**src/hdl/sbcd_pkg.sv**
```systemverilog
`timescale 1ns / 1ps
// ============================================================================
// sbcd_pkg - shared types and constants of the segment bus capture decoder
// Result status codes, controller/datapath command and status groups, and the
// seven-segment code table used by the digit decoder.
// ============================================================================
package sbcd_pkg;

    localparam int READING_W = 16;
    localparam int BUDGET_W  = 16;

    // Result status codes.
    typedef enum logic [1:0] {
        ST_OK       = 2'd0,
        ST_TIMEOUT  = 2'd1,
        ST_BADCODE  = 2'd2,
        ST_RESERVED = 2'd3
    } status_t;

    // A decoded value that the display uses as a marker and is never reported.
    localparam logic [READING_W-1:0] RESERVED_VALUE = 16'd2080;

    // Bits of the high byte that carry segments.
    localparam logic [7:0] SEG_MASK = 8'h77;

    // Commands from the controller to the datapath.
    typedef struct packed {
        logic load;          // new capture: load budget, clear edge and bit count
        logic clear_cap;     // frame went low: clear edge and bit count
        logic spend;         // waiting transaction uses one unit of budget
        logic arm;           // clock seen low
        logic disarm;        // capture abandoned on timeout
        logic sample;        // clock rising edge: take one data bit
        logic dec_start;     // last bit taken: reset the digit accumulator
        logic dec_step;      // fold one digit pair into the accumulator
        logic emit_timeout;  // write a timeout result to the output register
        logic emit_decode;   // write the decoded result to the output register
    } cmd_t;

    // Status from the datapath to the controller.
    typedef struct packed {
        logic edge_armed;
        logic budget_low;    // budget at zero or one
        logic last_bit;      // the bit about to be taken ends the frame
        logic dec_last;      // the current pair is the least significant one
        logic dec_bad;       // the current pair is not a known segment code
        logic out_space;     // the output register can take a result this cycle
    } stat_t;

    // Builds the segment code from a pair of kept bytes.
    function automatic logic [7:0] seg_code(input logic [7:0] hi, input logic [7:0] lo);
        seg_code = 8'((hi & SEG_MASK) << 1) | 8'(lo >> 7);
    endfunction

    // Maps a segment code to {found, digit}; a blank code counts as zero.
    function automatic logic [4:0] seg_lookup(input logic [7:0] code);
        logic [4:0] r;
        unique case (code)
            8'haf:   r = {1'b1, 4'd0};
            8'h06:   r = {1'b1, 4'd1};
            8'h6d:   r = {1'b1, 4'd2};
            8'h4f:   r = {1'b1, 4'd3};
            8'hc6:   r = {1'b1, 4'd4};
            8'hcb:   r = {1'b1, 4'd5};
            8'heb:   r = {1'b1, 4'd6};
            8'h0e:   r = {1'b1, 4'd7};
            8'hef:   r = {1'b1, 4'd8};
            8'hcf:   r = {1'b1, 4'd9};
            8'h00:   r = {1'b1, 4'd0};
            default: r = {1'b0, 4'd0};
        endcase
        seg_lookup = r;
    endfunction

endpackage

```
**src/hdl/sbcd_if.sv**
```systemverilog
`timescale 1ns / 1ps
// ============================================================================
// sbcd_if - stream interfaces of the segment bus capture decoder
// Input samples channel and result channel, each with valid/ready handshake.
// ============================================================================
interface sbcd_in_if;
    logic valid;
    logic ready;
    logic start_req;
    logic frame_level;
    logic clock_level;
    logic data_level;

    modport source (output valid, start_req, frame_level, clock_level, data_level,
                    input ready);
    modport sink (input valid, start_req, frame_level, clock_level, data_level,
                  output ready);
endinterface

interface sbcd_out_if;
    logic        valid;
    logic        ready;
    logic [15:0] reading;
    logic [1:0]  status;

    modport source (output valid, reading, status, input ready);
    modport sink (input valid, reading, status, output ready);
endinterface

```
**src/hdl/segment_bus_capture_decoder_core.sv**
```systemverilog
`timescale 1ns / 1ps
// ============================================================================
// segment_bus_capture_decoder_core - display bus capture and digit decoder
// Sniffs a display serial bus one sample per transaction, keeps the digit
// bytes of a frame and reports the decoded reading with a status.
// ============================================================================
//
//  Channel   Direction  Payload                                      Handshake
//  --------  ---------  -------------------------------------------  ---------
//  in_bus    sink       start_req, frame_level, clock_level,         valid/ready
//                       data_level
//  out_bus   source     reading[15:0], status[1:0]                   valid/ready
//  cfg       write      cfg_wdata[15:0] -> wait_budget               cfg_we
//
//  While idle, waiting for the frame and capturing, one input transaction is
//  taken per cycle. After the transaction that takes the last bit of the frame,
//  the input is held off while the decoder folds one byte pair a cycle through
//  the shared segment lookup and multiply-by-ten accumulator, pausing while the
//  output register is full and not being drained. It folds every pair when each
//  is a known code and stops at the first unknown pair; the result enters the
//  output register on the last fold.
//  Reset is asynchronous and active low; the block comes out idle with
//  wait_budget at 65535. The kept bytes need no clearing.
//  A result waiting in the output register is held until taken; outside the
//  decode cycles the input side stalls only while that register is full and
//  not being drained.
//
module segment_bus_capture_decoder_core #(
    parameter int FRAME_BYTES  = 58,
    parameter int DIGIT_OFFSET = 40,
    parameter int DIGIT_COUNT  = 5
) (
    input  logic                          clk,
    input  logic                          rst_n,
    input  logic                          cfg_we,
    input  logic [sbcd_pkg::BUDGET_W-1:0] cfg_wdata,
    sbcd_in_if.sink                       in_bus,
    sbcd_out_if.source                    out_bus
);

    // Command and status groups between the controller and the datapath.
    sbcd_pkg::cmd_t    cmd;
    sbcd_pkg::stat_t   stat;
    sbcd_pkg::status_t out_status;

    // The controller owns the capture phase and decides, per transaction,
    // which register updates the datapath makes.
    sbcd_ctrl u_ctrl (
        .clk         (clk),
        .rst_n       (rst_n),
        .in_valid    (in_bus.valid),
        .start_req   (in_bus.start_req),
        .frame_level (in_bus.frame_level),
        .clock_level (in_bus.clock_level),
        .stat        (stat),
        .in_ready    (in_bus.ready),
        .cmd         (cmd)
    );

    // The datapath holds the budget and bit counters, the kept bytes, the
    // digit accumulator and the output register.
    sbcd_datapath #(
        .FRAME_BYTES  (FRAME_BYTES),
        .DIGIT_OFFSET (DIGIT_OFFSET),
        .DIGIT_COUNT  (DIGIT_COUNT)
    ) u_datapath (
        .clk         (clk),
        .rst_n       (rst_n),
        .cfg_we      (cfg_we),
        .cfg_wdata   (cfg_wdata),
        .data_level  (in_bus.data_level),
        .cmd         (cmd),
        .stat        (stat),
        .out_valid   (out_bus.valid),
        .out_ready   (out_bus.ready),
        .out_reading (out_bus.reading),
        .out_status  (out_status)
    );

    assign out_bus.status = out_status;

`ifndef SYNTHESIS
    // A result that is not taken must hold off new input samples.
    assert property (@(posedge clk) disable iff (!rst_n)
        (out_bus.valid && !out_bus.ready) |-> !in_bus.ready)
        else $error("input accepted while the output register is stalled");

    // A result is never written over one that has not been taken.
    assert property (@(posedge clk) disable iff (!rst_n)
        (cmd.emit_timeout || cmd.emit_decode) |-> (!out_bus.valid || out_bus.ready))
        else $error("result written into a full output register");

    // Decoding steps only while the input side is held off.
    assert property (@(posedge clk) disable iff (!rst_n)
        cmd.dec_step |-> !in_bus.ready)
        else $error("input ready during digit decode");

    // The last bit of a frame leads into decoding on the next cycle unless the output register is stalled.
    assert property (@(posedge clk) disable iff (!rst_n)
        cmd.dec_start |=> (cmd.dec_step || (out_bus.valid && !out_bus.ready)))
        else $error("decode did not follow the last captured bit");
`endif

endmodule

```
**src/hdl/sbcd_ctrl.sv**
```systemverilog
`timescale 1ns / 1ps
// ============================================================================
// sbcd_ctrl - capture controller
// Tracks the capture phase and issues datapath commands per transaction.
// ============================================================================
module sbcd_ctrl (
    input  logic                clk,
    input  logic                rst_n,
    input  logic                in_valid,
    input  logic                start_req,
    input  logic                frame_level,
    input  logic                clock_level,
    input  sbcd_pkg::stat_t     stat,
    output logic                in_ready,
    output sbcd_pkg::cmd_t      cmd
);

    typedef enum logic [2:0] {
        S_IDLE,
        S_WAIT_HIGH,
        S_WAIT_LOW,
        S_CAPTURE,
        S_DECODE
    } state_t;

    state_t state_reg;
    state_t state_next;
    logic   accept;

    assign in_ready = (state_reg != S_DECODE) && stat.out_space;
    assign accept   = in_valid && in_ready;

    always_comb
    begin
        cmd        = '0;
        state_next = state_reg;
        unique case (state_reg)
            S_IDLE:
            begin
                if (accept && start_req)
                begin
                    cmd.load   = 1'b1;
                    state_next = S_WAIT_HIGH;
                end
            end
            S_WAIT_HIGH:
            begin
                if (accept)
                begin
                    if (frame_level)
                    begin
                        state_next = S_WAIT_LOW;
                    end
                    else
                    begin
                        cmd.spend = 1'b1;
                        if (stat.budget_low)
                        begin
                            cmd.emit_timeout = 1'b1;
                            cmd.disarm       = 1'b1;
                            state_next       = S_IDLE;
                        end
                    end
                end
            end
            S_WAIT_LOW:
            begin
                if (accept)
                begin
                    if (!frame_level)
                    begin
                        cmd.clear_cap = 1'b1;
                        state_next    = S_CAPTURE;
                    end
                    else
                    begin
                        cmd.spend = 1'b1;
                        if (stat.budget_low)
                        begin
                            cmd.emit_timeout = 1'b1;
                            cmd.disarm       = 1'b1;
                            state_next       = S_IDLE;
                        end
                    end
                end
            end
            S_CAPTURE:
            begin
                if (accept)
                begin
                    if (stat.edge_armed && clock_level)
                    begin
                        cmd.sample = 1'b1;
                        if (stat.last_bit)
                        begin
                            cmd.dec_start = 1'b1;
                            state_next    = S_DECODE;
                        end
                    end
                    else
                    begin
                        cmd.arm   = !clock_level;
                        cmd.spend = 1'b1;
                        if (stat.budget_low)
                        begin
                            cmd.emit_timeout = 1'b1;
                            cmd.disarm       = 1'b1;
                            state_next       = S_IDLE;
                        end
                    end
                end
            end
            S_DECODE:
            begin
                if (stat.out_space)
                begin
                    cmd.dec_step = 1'b1;
                    if (stat.dec_bad || stat.dec_last)
                    begin
                        cmd.emit_decode = 1'b1;
                        state_next      = S_IDLE;
                    end
                end
            end
            default:
            begin
                state_next = S_IDLE;
            end
        endcase
    end

    always_ff @(posedge clk or negedge rst_n)
    begin
        if (!rst_n)
        begin
            state_reg <= S_IDLE;
        end
        else
        begin
            state_reg <= state_next;
        end
    end

endmodule

```
**src/hdl/sbcd_datapath.sv**
```systemverilog
`timescale 1ns / 1ps
// ============================================================================
// sbcd_datapath - capture and decode datapath
// Budget counter, bit counter, kept-byte shift line, digit accumulator and
// the registered result stage.
// ============================================================================
module sbcd_datapath #(
    parameter int FRAME_BYTES  = 58,
    parameter int DIGIT_OFFSET = 40,
    parameter int DIGIT_COUNT  = 5
) (
    input  logic                             clk,
    input  logic                             rst_n,
    input  logic                             cfg_we,
    input  logic [sbcd_pkg::BUDGET_W-1:0]    cfg_wdata,
    input  logic                             data_level,
    input  sbcd_pkg::cmd_t                   cmd,
    output sbcd_pkg::stat_t                  stat,
    output logic                             out_valid,
    input  logic                             out_ready,
    output logic [sbcd_pkg::READING_W-1:0]   out_reading,
    output sbcd_pkg::status_t                out_status
);

    localparam int FRAME_BITS = FRAME_BYTES * 8;
    localparam int BW         = $clog2(FRAME_BITS);
    localparam int KEPT_W     = 2 * DIGIT_COUNT * 8;
    localparam int WIN_LO     = DIGIT_OFFSET * 8;
    localparam int WIN_HI     = (DIGIT_OFFSET + 2 * DIGIT_COUNT) * 8;
    localparam int DW         = $clog2(DIGIT_COUNT + 1);
    localparam logic [BW-1:0] LAST_BIT   = BW'(FRAME_BITS - 1);
    localparam logic [DW-1:0] LAST_DIGIT = DW'(DIGIT_COUNT - 1);

    logic [sbcd_pkg::BUDGET_W-1:0]  wait_budget_reg;
    logic [sbcd_pkg::BUDGET_W-1:0]  budget_left_reg;
    logic                           edge_armed_reg;
    logic [BW-1:0]                  bit_index_reg;
    logic [KEPT_W-1:0]              kept_reg;
    logic [sbcd_pkg::READING_W-1:0] acc_reg;
    logic [DW-1:0]                  digit_reg;
    logic                           out_valid_reg;
    logic [sbcd_pkg::READING_W-1:0] reading_reg;
    sbcd_pkg::status_t              status_reg;

    logic [31:0]                    bit_wide;
    logic                           in_window;
    logic [7:0]                     code;
    logic [4:0]                     lookup;
    logic [sbcd_pkg::READING_W-1:0] acc_next;
    logic [sbcd_pkg::READING_W-1:0] res_reading;
    sbcd_pkg::status_t              res_status;

    assign bit_wide  = 32'(bit_index_reg);
    assign in_window = (bit_wide >= 32'(WIN_LO)) && (bit_wide < 32'(WIN_HI));

    // The most recently shifted pair sits in the low bits: that is the most
    // significant digit, so the accumulator takes it first.
    assign code     = sbcd_pkg::seg_code(kept_reg[15:8], kept_reg[7:0]);
    assign lookup   = sbcd_pkg::seg_lookup(code);
    assign acc_next = sbcd_pkg::READING_W'(acc_reg * 16'd10 + {12'd0, lookup[3:0]});

    assign stat.edge_armed = edge_armed_reg;
    assign stat.budget_low = (budget_left_reg <= 16'd1);
    assign stat.last_bit   = (bit_index_reg == LAST_BIT);
    assign stat.dec_last   = (digit_reg == LAST_DIGIT);
    assign stat.dec_bad    = !lookup[4];
    assign stat.out_space  = !out_valid_reg || out_ready;

    always_comb
    begin
        if (cmd.emit_timeout)
        begin
            res_reading = '0;
            res_status  = sbcd_pkg::ST_TIMEOUT;
        end
        else if (!lookup[4])
        begin
            res_reading = '0;
            res_status  = sbcd_pkg::ST_BADCODE;
        end
        else if (acc_next == sbcd_pkg::RESERVED_VALUE)
        begin
            res_reading = '0;
            res_status  = sbcd_pkg::ST_RESERVED;
        end
        else
        begin
            res_reading = acc_next;
            res_status  = sbcd_pkg::ST_OK;
        end
    end

    always_ff @(posedge clk or negedge rst_n)
    begin
        if (!rst_n)
        begin
            wait_budget_reg <= 16'hffff;
            budget_left_reg <= '0;
            edge_armed_reg  <= 1'b0;
            bit_index_reg   <= '0;
            out_valid_reg   <= 1'b0;
        end
        else
        begin
            if (cfg_we)
            begin
                wait_budget_reg <= cfg_wdata;
            end

            if (cmd.load)
            begin
                budget_left_reg <= wait_budget_reg;
            end
            else if (cmd.spend)
            begin
                budget_left_reg <= stat.budget_low ? '0 : budget_left_reg - 16'd1;
            end

            if (cmd.load || cmd.clear_cap || cmd.disarm || cmd.sample)
            begin
                edge_armed_reg <= 1'b0;
            end
            else if (cmd.arm)
            begin
                edge_armed_reg <= 1'b1;
            end

            if (cmd.load || cmd.clear_cap)
            begin
                bit_index_reg <= '0;
            end
            else if (cmd.sample)
            begin
                bit_index_reg <= stat.last_bit ? '0 : bit_index_reg + 1'b1;
            end

            if (cmd.emit_timeout || cmd.emit_decode)
            begin
                out_valid_reg <= 1'b1;
            end
            else if (out_ready)
            begin
                out_valid_reg <= 1'b0;
            end
        end
    end

    // Payload registers carry no reset.
    always_ff @(posedge clk)
    begin
        if (cmd.sample && in_window)
        begin
            kept_reg <= {kept_reg[KEPT_W-2:0], data_level};
        end
        else if (cmd.dec_step)
        begin
            kept_reg <= kept_reg >> 16;
        end

        if (cmd.dec_start)
        begin
            acc_reg   <= '0;
            digit_reg <= '0;
        end
        else if (cmd.dec_step)
        begin
            acc_reg   <= acc_next;
            digit_reg <= digit_reg + 1'b1;
        end

        if (cmd.emit_timeout || cmd.emit_decode)
        begin
            reading_reg <= res_reading;
            status_reg  <= res_status;
        end
    end

    assign out_valid   = out_valid_reg;
    assign out_reading = reading_reg;
    assign out_status  = status_reg;

endmodule

```
**src/flat_wrapper.sv**
```systemverilog
// flat-port wrapper written by rule: the top's interface ports become plain ports
module segment_bus_capture_decoder_core_flat 
#(
    parameter int FRAME_BYTES  = 58,
    parameter int DIGIT_OFFSET = 40,
    parameter int DIGIT_COUNT  = 5
)
  (clk, rst_n, cfg_we, cfg_wdata, in_bus_valid, in_bus_start_req, in_bus_frame_level, in_bus_clock_level, in_bus_data_level, in_bus_ready, out_bus_valid, out_bus_reading, out_bus_status, out_bus_ready);
  sbcd_in_if in_bus_i ();
  sbcd_out_if out_bus_i ();
  input  logic clk;
  input  logic rst_n;
  input  logic cfg_we;
  input  logic [sbcd_pkg::BUDGET_W-1:0] cfg_wdata;
  input wire logic [$bits(in_bus_i.valid)-1:0] in_bus_valid;
  input wire logic [$bits(in_bus_i.start_req)-1:0] in_bus_start_req;
  input wire logic [$bits(in_bus_i.frame_level)-1:0] in_bus_frame_level;
  input wire logic [$bits(in_bus_i.clock_level)-1:0] in_bus_clock_level;
  input wire logic [$bits(in_bus_i.data_level)-1:0] in_bus_data_level;
  output wire logic [$bits(in_bus_i.ready)-1:0] in_bus_ready;
  output wire logic [$bits(out_bus_i.valid)-1:0] out_bus_valid;
  output wire logic [$bits(out_bus_i.reading)-1:0] out_bus_reading;
  output wire logic [$bits(out_bus_i.status)-1:0] out_bus_status;
  input wire logic [$bits(out_bus_i.ready)-1:0] out_bus_ready;
  assign in_bus_i.valid = in_bus_valid;
  assign in_bus_i.start_req = in_bus_start_req;
  assign in_bus_i.frame_level = in_bus_frame_level;
  assign in_bus_i.clock_level = in_bus_clock_level;
  assign in_bus_i.data_level = in_bus_data_level;
  assign in_bus_ready = in_bus_i.ready;
  assign out_bus_valid = out_bus_i.valid;
  assign out_bus_reading = out_bus_i.reading;
  assign out_bus_status = out_bus_i.status;
  assign out_bus_i.ready = out_bus_ready;
  segment_bus_capture_decoder_core #(.FRAME_BYTES(FRAME_BYTES), .DIGIT_OFFSET(DIGIT_OFFSET), .DIGIT_COUNT(DIGIT_COUNT)) u_core (.clk(clk), .rst_n(rst_n), .cfg_we(cfg_we), .cfg_wdata(cfg_wdata), .in_bus(in_bus_i), .out_bus(out_bus_i));
endmodule
```
**config.mk**
```make
export PLATFORM = sky130hd
export DESIGN_NAME = segment_bus_capture_decoder_core_flat
export DESIGN_NICKNAME = d
export VERILOG_FILES = /design/src/hdl/sbcd_pkg.sv /design/src/hdl/sbcd_if.sv /design/src/hdl/segment_bus_capture_decoder_core.sv /design/src/hdl/sbcd_ctrl.sv /design/src/hdl/sbcd_datapath.sv /design/src/flat_wrapper.sv
export SDC_FILE = /design/constraint.sdc
export NUM_CORES = 1
export LEC_CHECK = 0
export ABC_AREA = 1
export BUFFER_PORTS_ARGS = -buffer_cell sky130_fd_sc_hd__buf_2
export CORE_MARGIN = 2
export CORE_UTILIZATION = 51
export DETAILED_ROUTE_END_ITERATION = 7
export PLACE_DENSITY = 0.72
export SLEW_MARGIN = 20
export SYNTH_ARGS = -nofsm -noshare
export SYNTH_HDL_FRONTEND = slang
export SYNTH_SLANG_ARGS = --single-unit
```
**constraint.sdc**
```tcl
create_clock -name clk -period 6.3 [get_ports clk]
set_input_delay 0.315 -clock clk [delete_from_list [all_inputs] [get_ports clk]]
set_output_delay 0.315 -clock clk [all_outputs]
set_load 0.005 [all_outputs]
```
== Word level (Yosys, flattened, before mapping) ==
Index checks and enable logic that the tools add are counted.
Cells by class
  equality and inequality tests: 25
  bitwise operators: 2
  add/sub/neg operators: 4
  multipliers: 1
  order comparisons: 3
  mux-type cells: 55
  reductions and logical operators: 25
Operators with widths (count)
  $mux 80: 2
  $pmux 5 s10: 1
  $eq 8x8->1 const B: 6
  $mux 16: 3
  $mux 3: 12
  $mux 9: 3
  $mux 1: 24
  $add 16x4->16: 1
  $eq 16x12->1 const B: 1
  $eq 8x7->1 const B: 2
  $le 16x1->1 const B: 1
  $mul 16x3->15 const B: 1
  $sub 16x1->16 const B: 1
  $pmux 3 s5: 1
  $ne 2x2->1 const B: 6
  $mux 2: 5
  $reduce_bool 2->1: 5
  $add 9x1->9 const B: 1
  $eq 9x9->1 const B: 1
  $ge 9x9->1 const B: 1
  $lt 9x9->1 const B: 1
  $pmux 1 s3: 3
  $eq 8x3->1 const B: 1
  $eq 8x4->1 const B: 1
  16 further kinds: 31
Storage, ports and cells
  register bits after elaboration: 163
  bits of input ports: 25

== Depth between registers and ports, before layout ==
  depth in word-level cells: 11
  gate-level depth with buffers: 23

== Modules after synthesis ==
Synthesis repeated with hierarchy kept, for this count alone.
Unflattened totals
  cells, all modules: 988
  area total of the unflattened synthesis: 8777.2 um^2
By module, submodules not included
  sbcd_datapath: cells an instance 917, times used 1, area an instance 8331.7 um^2
  sbcd_ctrl: cells an instance 71, times used 1, area an instance 445.4 um^2

== Worst setup path before layout ==
Ideal clock, no wire load.
  path type: register to register
  start point: register u_core.u_ctrl.state_reg[1]
  end point: register u_core.u_datapath.kept_reg[0], enable pin
  library setup time: 0.798 ns
  data required time: 5.502 ns
  path slack: 2.548 ns
  stages on the path, launching flop included: 11
  arrival: 2.954 ns
  path buffers: 2
  cell sequence: dfrtp_1 > nor2_1 > inv_2 > nor2_2 > nor2_1 > nand2_2 > nor2_4 > o2111ai_2 > buf_2 > buf_1 > nand2_1
Between the ends
  longest elaborated chain between the ends: 7
  elaborated cells on any way between the ends: 10
  those cells by class: 3 x eq/ne; 3 x mux; 4 x reduce/logical
RTL lines
  from (decl): RTL line sbcd_ctrl.sv:26  | state_t state_reg;
  from (signal assigned): RTL line sbcd_ctrl.sv:140  | state_reg <= state_next;
  $ne 3x3->1: RTL line sbcd_ctrl.sv:30  | assign in_ready = (state_reg != S_DECODE) && stat.out_space;
  $logic_and 1x1->1: RTL line sbcd_ctrl.sv:30
  via in_bus_ready: RTL line flat_wrapper.sv:20  | output wire logic [$bits(in_bus_i.ready)-1:0] in_bus_ready;
  $logic_and 1x1->1: RTL line sbcd_ctrl.sv:31  | assign accept = in_valid && in_ready;
  $mux 5: RTL line sbcd_ctrl.sv:89  | if (accept)
  $mux 2: RTL line sbcd_ctrl.sv:37  | unique case (state_reg)
  $logic_and 1x1->1: RTL line sbcd_datapath.sv:151  | if (cmd.sample && in_window)
  $reduce_bool 2->1 (no line)
  to (signal assigned): RTL line sbcd_datapath.sv:153  | kept_reg <= {kept_reg[KEPT_W-2:0], data_level};
  to (signal assigned): RTL line sbcd_datapath.sv:157  | kept_reg <= kept_reg >> 16;
  to (decl): RTL line sbcd_datapath.sv:38  | logic [KEPT_W-1:0] kept_reg;
The timed path passes the listed nets, and every way through them passes these cells.
A chain may end at the register's enable or synchronous reset.

== Worst setup path after layout ==
  start point: register u_core.u_datapath.kept_reg[9]
  end point: register u_core.u_datapath.reading_reg, in the netlist u_core.u_datapath.out_reading[4] (data pin)
Between the ends
  longest elaborated chain between the ends: 7
  elaborated cells on any way between the ends: 18
  those cells by class: 1 x add/sub; 11 x eq/ne; 1 x mux; 2 x bitwise; 3 x reduce/logical
RTL lines
  $or 8x1->8 (*): RTL line sbcd_pkg.sv:52  | seg_code = 8'((hi & SEG_MASK) << 1) | 8'(lo >> 7);
  $eq 8x8->1 / $logic_not 8->1 (equally long branches): RTL line sbcd_pkg.sv:58  | unique case (code)
  $reduce_or 2->1 (no line)
  $pmux 5 s10 (*): RTL line sbcd_pkg.sv:58
  $add 16x4->16: RTL line sbcd_datapath.sv:60  | assign acc_next = sbcd_pkg::READING_W'(acc_reg * 16'd10 + {12'd0, lookup[3:0]});
  $eq 16x12->1: RTL line sbcd_datapath.sv:81  | else if (acc_next == sbcd_pkg::RESERVED_VALUE)
  $reduce_or 3->1 (no line)
  to (signal assigned): RTL line sbcd_datapath.sv:173  | reading_reg <= res_reading;
  to (decl): RTL line sbcd_datapath.sv:42  | logic [sbcd_pkg::READING_W-1:0] reading_reg;
Every way passes the cells marked *; elsewhere a longest branch is shown, timed or not.

==> results by stage <==
Run status:
- The run finished with clean final reports.

Hold path:
- The min-delay analysis places its worst path in the category input pin to register.
- The end point of the most critical hold path is u_core.u_datapath.wait_budget_reg[15].
- The cell depth of the worst hold path is 3.
- The startpoint identified for the worst hold timing path is cfg_wdata[15].

Power:
- Combinational logic is responsible for 46.8% of the overall power.
- The clock share of power is 24.4%.
- Net switching is 43.2% of the power.
- The power density relative to cell area is 470 mW/mm^2.
- Cell internal power was estimated by the tool at 2.70 mW.
- The peak ir drop on the vdd network is 0.233 mV.
- The standby leakage power is 4.61 nW.
- For this design the total switching power over the nets is 2.06 mW.
- Sequential cells burn 28.8% of the power.

Timing:
- The number of failing hold endpoints at the final stage is 0.
- On the final layout, the worst clock skew is 6.61 ps.
- The setup TNS is 0 ps.
- The clock period minus final worst setup slack is 3580 ps.
- For this run, the top clock speed supported by timing is 0.279 GHz.
- The count of pins over their slew limit is 0.
- Setup repair after global routing left no endpoint under its margin.
- Of the available clock period, the critical path in the final layout requires 56.9%.
- The slew at the pin closest to its max-slew limit is 1020 ps.
- Headroom to the max-slew limit came out at 31.9%.
- The worst-case hold slack is 85.3 ps.
- The total of endpoints with negative setup slack in the final report is 0.

Floorplan:
- The number of core rows is 48.
- The die area is 0.0187 mm^2.
- During I/O placement, the number of pins put on the boundary was 45.
- The starting utilization of the core area is 52.0%.
- The overall die width is 137 um.
- The vertical die dimension is 137 um.
- The standard cell core area is 0.0173 mm^2.

Synth:
- Ranked by total cell area, the synthesized netlist is headed by edfxtp_1 (33%), dfrtp_1 (8.3%), nand2_1 (8.2%), inv_1 (6.4%), nor2_1 (5.0%).
- The net count after synthesis is 1084.
- In the synthesized netlist, mux cells make up 1.75% of the area.
- Summing the sequential cell areas from Yosys gives 49.7% of the chip area.
- Summing every instance area after synthesis gives 0.00900 mm^2.
- In this run the biggest area consumer among cell types represents 32.7% of the synthesized area.
- The synthesized area divided by synthesized cell count is 8.77 um^2.
- The synthesized netlist contains 48 unique library cells.
- The share of the synthesized area in compound gates (AO/OA/AOI/OAI) is 9.46%.
- Summing the areas of all and, or, nand and nor instances in the mapped netlist gives 24.6% of the synthesized area.
- After synthesis, the largest family of logic cells by area is simple AND/OR/NAND/NOR gates.
- edfxtp_1 takes more of the synthesized area than any other cell.
- The XOR/XNOR share of the synthesized area is 1.65%.
- The adder-cell share of the synthesized area is 4.76%.
- The most instantiated flip-flop cell in the synthesis netlist is edfxtp_1.
- In this run, synthesis inferred 98 flip-flops with an integrated enable.
- After technology mapping, the gate count stands at 1026.
- The number of warnings issued by yosys is 0.
- Of all flip-flops after synthesis, the portion carrying an async set or reset was 28.4%.
- The synthesized flop and latch total is 162.

Cells and area:
- The antenna diode instance count is 0.
- The layout overhead on the synthesized area is 12.5%.
- The library cells used most frequently in the layout, excluding fill and tap cells, are nand2_1 (195), inv_1 (153), nor2_1 (120), edfxtp_1 (98), nand3_1 (62).
- In the final layout, the share of cells above drive strength 1 is 16.2%.
- The register with the most flip-flops in the layout has 80 of them.
- The number of nets at the end of the flow is 1127.
- The most common library cell in the layout ignoring fill and taps is nand2_1.

Clocking:
- Clock-pin slew was measured on the worst setup and hold paths at 60 ps.
- Counting the buffers created by CTS gives 17.
- In this run the clock root is driven by a clkbuf_16.
- The clock insertion delay at the later pin of the skew report is 430 ps.
- The number of sinks driven by the clock tree is 162.
- CTS built an H-tree with a depth of 4.
- The number of gates given a new drive strength after cts is 0.
- TritonCTS built the clock tree.
- The number of buffers between clock root and the deepest sink is 2.

Global route:
- The number of global-route vias before repair is 6260.
- The maximum number of pins on one net before global-route repair is 92.
- The global router's overall resource usage is 20.1%.
- After global routing the overflow that remains totals 0.
- The initial antenna violation count is 0.
- The first global-routing pass estimated 29.6 mm of wire.

Flow run:
- The tool flagged a number of max-cap violations equal to 0.

Detailed routing:
- The total DRC errors in the routed layout is 0.
- The first detailed-routing pass took 5 iterations.
- For this block, the initial DRC count from the detailed router was 421.
- In this run the remaining antenna-violating nets after routing total 0.
- Using the TritonRoute via totals, the vias-per-cell ratio works out to 5.17.
- The routed design has 17.4 mm of wire.
- The wire length per cell is 13.4 um.
- Detailed routing inserted a total of 6748 vias.

Setup path:
- The worst reg-to-reg path cell count is 22.
- The setup slack on the worst flop-to-flop path is 2720 ps.
- In this run the critical register-to-register path is launched from u_core.u_datapath.kept_reg[9].
- Along the worst path, the maximum fanout reaches 14.
- The critical path capture point type is a register.
- The capture point of the worst reg-to-reg path is u_core.u_datapath.out_reading[4].
- The arrival time reported for the critical path endpoint is 3760 ps.
- The endpoint required time on the critical path is 6480 ps.
- The element type at the critical path start is a register.
- The critical path in this run is classified as register to register.

Placement:
- Routability-driven placement finished with a final weighted congestion of 0.877.
- The sum of net half-perimeters after detailed placement is 12.2 mm.
- During placement, the flow inserted port buffers numbering 44.
Yosys cell counts (all sizes together), types with 10 or more instances:
cell,instances
inv,162
dfxtp,18
dfstp,16
clkbuf,14
buf,10
edfxtp,98
nor3,14
dfrtp,30
ha,31
nand3,73
nand2,222
xor2,13
mux2,14
a21oi,54
nor2,140
o21ai,57
o221ai,12
nand4,12
layer usage:
layer	vias to the layer above	GRT usage [%]	wire, um
li1	3475	-	-
met1	3119	26.8	8220
met2	129	32.4	8300
met3	25	3.81	607
met4	0	7.73	322
met5	-	0	0
layout make-up:
type                       count  area (um^2)
tap                          225          282
timing repair buffer          48          275
clock buffer                  18          429
fill                        1519         7180
sequential                   162         4470
clock inverter                13          233
inverter                     162          608
multi-input combinational    678         3820
repair_timing:
item                                    4_1_cts  5_1_grt
endpoints found under the setup margin        0        0
hold buffers                                  0        1
buffers inserted                              0        0
endpoints found under the hold margin         0       30
kinds of logic (layout without fill, tap and decap cells):
family	after synthesis	after routing
adder cells (fa/ha/maj)	33	33
flip-flops	162	162
XOR/XNOR	17	17
AO/OA/AOI/OAI	148	148
multiplexers	14	14
AND/OR/NAND/NOR	466	466
buffers and inverters	186	241
power groups by stage:
stage	Clock, mW	Sequential (mW)	Combinational, mW
2_1_floorplan	0	1.35	1.80
6_report	1.16	1.37	2.23
3_3_place_gp	0	1.39	2.17
5_1_grt	1.23	1.39	2.54
4_1_cts	1.18	1.37	2.23
3_5_place_dp	0	1.39	2.21
worst max-delay path: stages (launching register included):
cell and delay [ps]:
edfxtp_1 460, nand2_1 150, nor2_1 80, nand2_1 100, o41ai_1 70, a21boi_0 230, nand2_1 90, ha_1 230
fa_1 430, nand2_1 100, nand2_1 70, nand2_1 220, nor2_8 60, nand3_4 80, nor2_4 40, nand2_1 60
nand2_1 90, nor2_1 100, nand3_1 90, nor3_2 130, nand3_2 120, nand3_4 240, nor2_1 80
worst max path at each step:
stage	to	slack, ps	startpoint	cells past startpoint
4_1_cts	u_core.u_datapath.out_reading[4]	2760	u_core.u_datapath.kept_reg[9]	22
3_3_place_gp	u_core.u_datapath.out_reading[2]	2970	u_core.u_datapath.kept_reg[9]	20
6_report	u_core.u_datapath.out_reading[4]	2720	u_core.u_datapath.kept_reg[9]	22
3_5_place_dp	u_core.u_datapath.out_reading[4]	2820	u_core.u_datapath.kept_reg[9]	20
2_1_floorplan	u_core.u_datapath.kept_reg[0]	2550	u_core.u_ctrl.state_reg[1]	10
5_1_grt	u_core.u_datapath.out_reading[4]	2380	u_core.u_datapath.kept_reg[12]	19
stage by stage:
| step | instance area (um^2) | instances | util (%) | setup WS (ps) | power [mW] |
|---|---|---|---|---|---|
| 2_1_floorplan | 9000 | 1026 | - | 2550 | 3.15 |
| 3_3_place_gp | 9420 | 1273 | 54.4 | 2970 | 3.56 |
| 3_5_place_dp | 9420 | 1273 | 54.4 | 2820 | 3.60 |
| 4_1_cts | 10100 | 1304 | 58.3 | 2760 | 4.78 |
| 5_1_grt | 10100 | 1306 | 58.5 | 2380 | 5.16 |
| 6_report | 10100 | 1306 | 58.5 | 2720 | 4.76 |
Note: power is estimated with default switching activity, not from simulation.
